## src/rtl/ndcm_pkg.sv

```systemverilog
// Package: shared constants, command and status types for the coordinate merge block
`timescale 1ns / 1ps
`default_nettype none
package ndcm_pkg;

  localparam int MAX_ENTRIES = 64;
  localparam int IDX_W       = $clog2(MAX_ENTRIES);
  localparam int CNT_W       = $clog2(MAX_ENTRIES + 1);

  localparam int COORD_W     = 32;
  localparam int USE_W       = 16;
  localparam int SUM_W       = 22;
  localparam int TOL_W       = 16;
  localparam int ENTRY_W     = 6;
  localparam int ALIAS_W     = 7;
  localparam int TALLY_W     = 6;
  localparam int IN_DATA_W   = 80;
  localparam int OUT_DATA_W  = 48;

  localparam logic [ALIAS_W-1:0] NO_ALIAS    = 7'd64;
  localparam logic [TOL_W-1:0]   TOL_DEFAULT = 16'd66;

  // controller -> datapath
  typedef struct packed {
    logic load;       // input request accepted this cycle
    logic rd_use_j;   // RAM read address: inner index instead of outer
    logic i_clr;
    logic i_inc;
    logic j_init;     // j = i + 1
    logic j_inc;
    logic outer_ld;   // capture outer coordinate and count from RAM data
    logic wb_outer;   // write outer count back
    logic absorb_j;   // outer absorbs inner
    logic absorb_i;   // inner absorbs outer
    logic tally_clr;
    logic emit_ld;    // load output register
    logic emit_done;  // clear table after last result
  } ndcm_cmd_t;

  // datapath -> controller
  typedef struct packed {
    logic i_end;
    logic i_kept;
    logic i_last;
    logic j_end;
    logic j_kept;
    logic near;
    logic outer_gt;
    logic out_free;
  } ndcm_stat_t;

endpackage
`default_nettype wire

```

## src/rtl/ndcm_ctrl.sv

```systemverilog
// Controller: sequences loading, the pairwise merge pass and result emission
`timescale 1ns / 1ps
`default_nettype none
module ndcm_ctrl
  import ndcm_pkg::*;
(
  input  wire logic       clk,
  input  wire logic       rst_n,
  input  wire logic       in_tvalid,
  input  wire logic       in_tlast,
  output logic            in_tready,
  input  wire ndcm_stat_t stat,
  output ndcm_cmd_t       cmd
);

  typedef enum logic [6:0] {
    S_LOAD    = 7'b0000001,
    S_OUT_SEL = 7'b0000010,
    S_OUT_LD  = 7'b0000100,
    S_IN_SEL  = 7'b0001000,
    S_IN_CMP  = 7'b0010000,
    S_EM_RD   = 7'b0100000,
    S_EM_LD   = 7'b1000000
  } state_t;

  state_t state_r, state_nxt;

  always_ff @(posedge clk) begin
    if (!rst_n) begin
      state_r <= S_LOAD;
    end else begin
      state_r <= state_nxt;
    end
  end

  always_comb begin
    state_nxt = state_r;
    cmd       = '0;
    in_tready = 1'b0;
    case (state_r)
      S_LOAD: begin
        in_tready = 1'b1;
        if (in_tvalid) begin
          cmd.load = 1'b1;
          if (in_tlast) begin
            cmd.i_clr     = 1'b1;
            cmd.tally_clr = 1'b1;
            state_nxt     = S_OUT_SEL;
          end
        end
      end
      S_OUT_SEL: begin
        if (stat.i_end) begin
          cmd.i_clr = 1'b1;
          state_nxt = S_EM_RD;
        end else if (!stat.i_kept) begin
          cmd.i_inc = 1'b1;
        end else begin
          state_nxt = S_OUT_LD;
        end
      end
      S_OUT_LD: begin
        cmd.outer_ld = 1'b1;
        cmd.j_init   = 1'b1;
        state_nxt    = S_IN_SEL;
      end
      S_IN_SEL: begin
        cmd.rd_use_j = 1'b1;
        if (stat.j_end) begin
          cmd.wb_outer = 1'b1;
          cmd.i_inc    = 1'b1;
          state_nxt    = S_OUT_SEL;
        end else if (!stat.j_kept) begin
          cmd.j_inc = 1'b1;
        end else begin
          state_nxt = S_IN_CMP;
        end
      end
      S_IN_CMP: begin
        if (stat.near && stat.outer_gt) begin
          cmd.absorb_j = 1'b1;
          cmd.j_inc    = 1'b1;
          state_nxt    = S_IN_SEL;
        end else if (stat.near) begin
          // outer entry is gone, its scan ends here
          cmd.absorb_i = 1'b1;
          cmd.i_inc    = 1'b1;
          state_nxt    = S_OUT_SEL;
        end else begin
          cmd.j_inc = 1'b1;
          state_nxt = S_IN_SEL;
        end
      end
      S_EM_RD: begin
        if (stat.out_free) begin
          state_nxt = S_EM_LD;
        end
      end
      S_EM_LD: begin
        cmd.emit_ld = 1'b1;
        if (stat.i_last) begin
          cmd.emit_done = 1'b1;
          state_nxt     = S_LOAD;
        end else begin
          cmd.i_inc = 1'b1;
          state_nxt = S_EM_RD;
        end
      end
      default: begin
        state_nxt = S_LOAD;
      end
    endcase
  end

endmodule
`default_nettype wire

```

## config.mk

```make
export PLATFORM = sky130hd
export DESIGN_NAME = ndcm_ctrl
export DESIGN_NICKNAME = d
export VERILOG_FILES = /design/src/rtl/ndcm_pkg.sv /design/src/rtl/ndcm_ctrl.sv
export SDC_FILE = /design/constraint.sdc
export NUM_CORES = 1
export LEC_CHECK = 0
export ABC_AREA = 1
export BUFFER_PORTS_ARGS = -buffer_cell sky130_fd_sc_hd__buf_2
export CORE_MARGIN = 4
export CORE_UTILIZATION = 45
export CTS_CLUSTER_SIZE = 10
export DETAILED_ROUTE_END_ITERATION = 6
export PLACE_DENSITY = 0.78
export SYNTH_ARGS = -nofsm -noshare
export SYNTH_HDL_FRONTEND = slang
export SYNTH_SLANG_ARGS = --single-unit
```

## constraint.sdc

```tcl
create_clock -name clk -period 1.5 [get_ports clk]
set_input_delay 0.3 -clock clk [delete_from_list [all_inputs] [get_ports clk]]
set_output_delay 0.3 -clock clk [all_outputs]
set_load 0.01 [all_outputs]
```

== Word level (Yosys, flattened, before mapping) ==
Index checks and enable logic that the tools add are counted.
Cells by class
  $lt $le $gt $ge: 0
  add/subtract/negate cells: 0
  bitwise logic cells: 0
  multipliers: 0
  muxes and demuxes: 38
  shifts and indexed selects: 0
  reduce and logical (&&, ||, !) cells: 2
  divide/modulo/power cells: 0
  eq/ne operators: 12
Operators by type and width (count)
  two-way mux 7 bit: 7
  case mux 7 bit (7 select lines): 1
  two-way mux 1 bit: 22
  two-way mux 4 bit: 2
  equality test 7 x 1 -> 1 bit (second input constant): 1
  equality test 7 x 2 -> 1 bit (second input constant): 1
  equality test 7 x 3 -> 1 bit (second input constant): 1
  equality test 7 x 4 -> 1 bit (second input constant): 1
  equality test 7 x 5 -> 1 bit (second input constant): 1
  equality test 7 x 6 -> 1 bit (second input constant): 1
  equality test 7 bit (second input constant): 1
  two-way mux 6 bit: 1
  inequality test 2 bit (second input constant): 3
  inequality test 3 bit (second input constant): 2
  AND reduction 5 bit: 1
  two-way mux 2 bit: 2
  case mux 1 bit (2 select lines): 2
  case mux 1 bit (4 select lines): 1
  logical AND 1 bit: 1
Storage, ports and cells
  output and inout bits: 14
  latch bits: 0
  ROM bits: 0
  bits in writable memories: 0
  bits in registers: 7
  memories kept: 0

== Depth between registers and ports, before layout ==
Gate-level depths: netlist (run 1).
  word-level depth: 3
  depth in mapped cells: 8
  gate-level depth less buffers: 8

== Least setup slack after synthesis (run 1) ==
Ideal clock, no wire load.
  path kind: register to output
  from: reg state_r[5]
  to: out cmd[8] in the netlist's numbering
  data required time: 1.200 ns
  cell stages (with the launch flop): 7
  setup slack: 0.166 ns
  arrival time: 1.034 ns
  path through: dfxtp_1 > inv_2 > nand2_2 > nor2_4 > nand3_1 > inv_1 > buf_4
RTL lines
  start, declared: RTL line ndcm_ctrl.sv:26  | state_t state_r, state_nxt;
  start signal, assigned: RTL line ndcm_ctrl.sv:32  | state_r <= state_nxt;
  end, declared: RTL line ndcm_ctrl.sv:13  | output ndcm_cmd_t cmd

==> results.toml, run 1 <==
[sta]
fmax_ghz = 0.587
min_period_over_period = 1.14
tns_ps = -1320
max_slew_margin = 0.840
hold_viol = 0
finalSetupViolCount = 14
drv_slew = 0
worst_slack_ps = -203
post-route-min-period_ps = 1700
rsz0062_at_grt = "yes"
worst-slew-pin-transition_ps = 239
finClkSkew_ps = 5.73

[worst_setup_path]
timing.critical_path.buf_inv = 2
crit_fanout = 3
crit_type = "flip-flop to primary output"
worstPathRequired_ps = 1200
critPathTopFamily = "simple AND/OR/NAND/NOR gates"
arrival_ps = 1400
worstSetupStartpointType = "flip-flop"
worstSetupEndpointType = "primary output"
max_stage_delay_ps = 320
crit_path_frequent_cell = "nand4_1"
crit_path_start = "state_r[1]"
worstReg2RegStart = "state_r[5]"
crit_path_top_delay_cell = "dfxtp_2"
crit_chain = "inv_2 -> nand4_1 -> nor2_2 -> nand2_1 -> nand4_1 -> buf_2"

[clock_tree]
cts.clk_slew.worst_paths_ps = 50
cts_hold_buf = 0
cts_buffers = 3
h-tree-depth = 1
cts_tree = "yes"
cts_sinks = 7
root_buffer = "clkbuf_4"
clk_latency_ps = 250
clockBufferDepth = 2

[final_layout]
largest_register_ffs = 7
diodes = 0
drive_above_1_share = 0.541
fin_nets = 148
area_growth_pct = 53.1
instances_no_fill = 149
top_regs = "state_r: 7 flops"
final_cell_mix = "buf_2, nand2_1, inv_1, nor2_1, buf_4"
layout_commonest_cell = "buf_2"
largest_register = "state_r"

[drt]
num_vias = 739
wl_met1_um = 711
drtAntennaViolNets = 0
drtIter0Drc = 22
wl_met2_um = 881
firstDrtPassIters = 5
maxUsedRoutingLayer = "met4"
wl_per_cell_um = 11.9
vias_per_cell = 4.96
drc = 0
met3WireLength_um = 131
totalWireLength_um = 1780

[placed_design]
hpwlAfterDp_um = 1170
placed_cells = 138
port_buffers = 25
gp_congestion = 0.824

[logic_synthesis]
netlist_top_cells_area = "dfxtp_1, nand2_1, nor2_1, inv_1, nand3_1"
synthesis.nets = 110
yosysWarnings = 0
syn_area_um2 = 584
synth_cell_types = 18
synth.top_cell.area_share = 0.240
synth-seq-cells = 7
yosysSeqAreaShare = 0.240
syn_inst = 98
synth.avg_cell_area_um2 = 5.96
synth_top_area_cell = "dfxtp_1"

[power_and_ir_drop]
power_density_mw_per_mm2 = 844
ir_worst_vdd_v = 0.000581
p_leak_uw = 0.000553

[grt]
gr-total-overflow = 0
grt_usage = 0.173
grt_pass1_vias = 641
grt_max_degree = 10
grt_pass1_wl_um = 2550
antenna_found_initial = 0

[die]
die_x_um = 44.0
coreArea_mm2 = 0.00117
pin_count = 26
die_h_um = 44.0
start_util = 0.499
row_count = 12
die_area_mm2 = 0.00194

[hold_path]
min_from = "rst_n"
hp-class = "input pin to flip-flop"

[outcome]
violations = "setup timing"
outcome = "finished, violations left"

[flow_run]
maxCapViolCount = 0
[timing repair]
action	in CTS	in global routing
pin swaps	5	9
setup buffers	2	5
setup endpoints to repair	13	13
resized for setup	9	12
[worst reg2reg max path, stage by stage, from the launching register on]
cell and delay [ps]:
dfxtp_2 350, inv_2 70, nand2_2 60, nor2_4 120, buf_12 140, nand3_2 100, buf_4 160, nand2_2 70
nor2_4 40, nand2_1 60, a21oi_2 50
[area by class of cell]
class,instances,area [µm²]
clock buffer,4,26.3
inverter,22,85.1
fill,95,277
sequential,7,149
timing repair buffer,34,205
tap,14,17.5
multi-input combinational,68,412
[power by group]
group	internal [µW]	total (µW)	switching, µW
clock	101	171	69.2
combinational	145	368	223
sequential	204	216	12.8
total	451	755	305
[per-stage QoR]
step	instance area [µm²]	hold WS (ps)	total power, µW	setup WS, ps	util
after floorplan	584	394	430	166	-
after global placement	734	559	512	64.1	0.627
after detailed placement	734	557	514	47.0	0.627
after CTS	816	306	694	-213	0.697
after global routing	895	329	804	-279	0.764
final	895	308	755	-203	0.764
[cells in the mapped netlist]
cell type	count
buf_4	1
inv_2	7
nor2_1	16
nand2_1	20
nor2_4	2
a21oi_2	1
nand4_1	4
inv_1	15
nand2_2	5
o21ai_1	1
nand3_2	4
nor2_2	2
nor3b_1	1
nand3_1	9
dfxtp_1	7
or2_1	1
nor3_2	1
a21oi_1	1
[metal layers]
layer	GRT usage	vias up
li1	-	374
met1	0.213	324
met2	0.288	33
met3	0.0163	8
met4	0.102	0
met5	0	-
[final timing paths]
path,to,slack [ps],cells past startpoint
worst min-delay path,state_r[0],310,2
worst min register to register,state_r[6],610,3
worst max register to register,state_r[1],160,10
worst max-delay path,cmd[9],-200,6
[cell families (layout without fill, tap and decap cells)]
group / count (synthesis) / after routing / synth area share
AO/OA/AOI/OAI: 3 / 3 / 0.0321
buffers and inverters: 23 / 60 / 0.154
flip-flops: 7 / 7 / 0.240
AND/OR/NAND/NOR: 65 / 65 / 0.574
Power figures use the tool's default switching activity.
==> run 2: changes to the inputs <==
--- a/config.mk
+++ b/config.mk
@@ -7,11 +7,12 @@
 export LEC_CHECK = 0
 export ABC_AREA = 1
 export BUFFER_PORTS_ARGS = -buffer_cell sky130_fd_sc_hd__buf_2
-export CORE_MARGIN = 4
-export CORE_UTILIZATION = 45
+export CORE_AREA = 4 4 41 43
 export CTS_CLUSTER_SIZE = 10
 export DETAILED_ROUTE_END_ITERATION = 6
-export PLACE_DENSITY = 0.78
+export DIE_AREA = 0 0 45 47
+export PLACE_DENSITY = 0.76
+export SKIP_LAST_GASP = 1
 export SYNTH_ARGS = -nofsm -noshare
 export SYNTH_HDL_FRONTEND = slang
 export SYNTH_SLANG_ARGS = --single-unit
==> constraint.sdc (replaced) <==
create_clock -name clk -period 2.1 [get_ports clk]
set_input_delay 0.42 -clock clk [delete_from_list [all_inputs] [get_ports clk]]
set_output_delay 0.42 -clock clk [all_outputs]
set_load 0.01 [all_outputs]
==> run 2 against run 1 <==
The run now ends clean. First-iteration DRC count down 32%. Final area down 17%. Register-to-register slack better by 630 ps. Clock power down 29%. Count of clock-buffer cells in the layout unchanged. Non-clock buffer count down 9. Largest cell class unchanged. Largest power group unchanged.
==> results.toml, run 2 (same netlist as run 1, synthesis figures left out) <==
[clock_tree]
cts_tree = "yes"
cts_buffers = 3
cts_sinks = 7
cts-resized-gates = 0
clockBufferDepth = 2
root_buffer = "clkbuf_4"
h-tree-depth = 1
post_cts_buffers = 0
cts.clk_slew.worst_paths_ps = 50
clk_latency_ps = 250
cts_hold_buf = 0

[final_layout]
area_growth_pct = 27.8
fin_nets = 139
layout_commonest_cell = "buf_2"
diodes = 0
top_regs = "state_r: 7 flops"
largest_register = "state_r"
largest_register_ffs = 7
num-fill-cells = 131
drive_above_1_share = 0.397
instances_no_fill = 141
final_cell_mix = "buf_2, nand2_1, nor2_1, inv_1, nand3_1"

[grt]
grt_usage = 0.170
grt_max_degree = 10
grt_pass1_wl_um = 2570
grt_pass1_vias = 622
gr-total-overflow = 0
antenna_found_initial = 0

[power_and_ir_drop]
ir_worst_vdd_v = 0.000476
p_leak_uw = 0.000497
p_total_uw = 487
power_density_mw_per_mm2 = 652

[placed_design]
port_buffers = 25
hpwlAfterDp_um = 1260
placed_cells = 137
gp_congestion = 0.893

[sta]
tns_ps = 0
rsz0062_at_grt = "no"
finClkSkew_ps = 2.40
worst-slew-pin-transition_ps = 279
min_period_over_period = 0.911
holdWs_ps = 443
post-route-min-period_ps = 1910
fmax_ghz = 0.523
drv_slew = 0
max_slew_margin = 0.814
finalSetupViolCount = 0
hold_viol = 0

[drt]
vias_per_cell = 4.79
totalWireLength_um = 1520
drtAntennaViolNets = 0
firstDrtPassIters = 5
drc = 0
drtIter0Drc = 15
wl_per_cell_um = 10.8
num_vias = 675

[die]
coreArea_mm2 = 0.00130
start_util = 0.449
row_count = 13
pin_count = 26
die_h_um = 47
die_x_um = 45
die_area_mm2 = 0.00212

[worst_setup_path]
worstPathRequired_ps = 1680
arrival_ps = 1490
crit_chain = "inv_2 -> nand2_1 -> nor2_2 -> nand2_1 -> or2_1 -> nand2_1 -> buf_2"
crit_path_top_delay_cell = "dfxtp_1"
crit_path_frequent_cell = "nand2_1"
worstSetupEndpointType = "primary output"
max_stage_delay_ps = 330
crit_type = "flip-flop to primary output"
worstSetupStartpointType = "flip-flop"
crit_fanout = 4

[flow_run]
maxCapViolCount = 0

[hold_path]
hp-class = "input pin to flip-flop"

[outcome]
outcome = "finished clean"
[run 2: worst max-delay path, delay by kind of cell (launching register included)]
family,cells,cell delay [ps]
buf+inv,2,190
flops,1,330
simple gates,5,730
[run 2: routing by layer]
metal,share of wire,up-vias,GRT usage
met1,0.45,283,0.208
met5,0,-,0
met3,0.074,4,0.0383
met4,0.020,0,0.0877
li1,-,354,-
met2,0.46,34,0.280
[run 2: area by class of cell]
| cell class | count | area, µm² | area share |
|---|---|---|---|
| multi-input combinational | 68 | 354 | 0.474 |
| sequential | 7 | 140 | 0.188 |
| timing repair buffer | 25 | 125 | 0.168 |
| inverter | 22 | 82.6 | 0.111 |
| clock buffer | 4 | 26.3 | 0.0352 |
| tap | 15 | 18.8 | 0.0251 |
[run 2: path summary, 6_finish.rpt]
path / from / to / slack, ps / cells after the start
max: state_r[3] / cmd[7] / 190 / 7
min: stat[7] / state_r[2] / 440 / 4
max reg2reg: state_r[5] / state_r[0] / 790 / 8
min reg2reg: state_r[5] / state_r[6] / 620 / 4
[run 2: metrics by stage]
step | cell area, µm² | utilization | setup WS (ps)
after global placement | 721 | 0.554 | 504
after CTS | 747 | 0.574 | 201
final | 747 | 0.574 | 186
after detailed placement | 721 | 0.554 | 481
after global routing | 747 | 0.574 | 87.7
after floorplan | 584 | - | 646
[run 2: power by group]
group / leakage, µW / switching (µW) / internal [µW] / total, µW
Combinational: 0.000425 / 133 / 78.9 / 212
Sequential: 0.0000568 / 8.57 / 145 / 154
Clock: 0.0000150 / 49.0 / 72.5 / 122
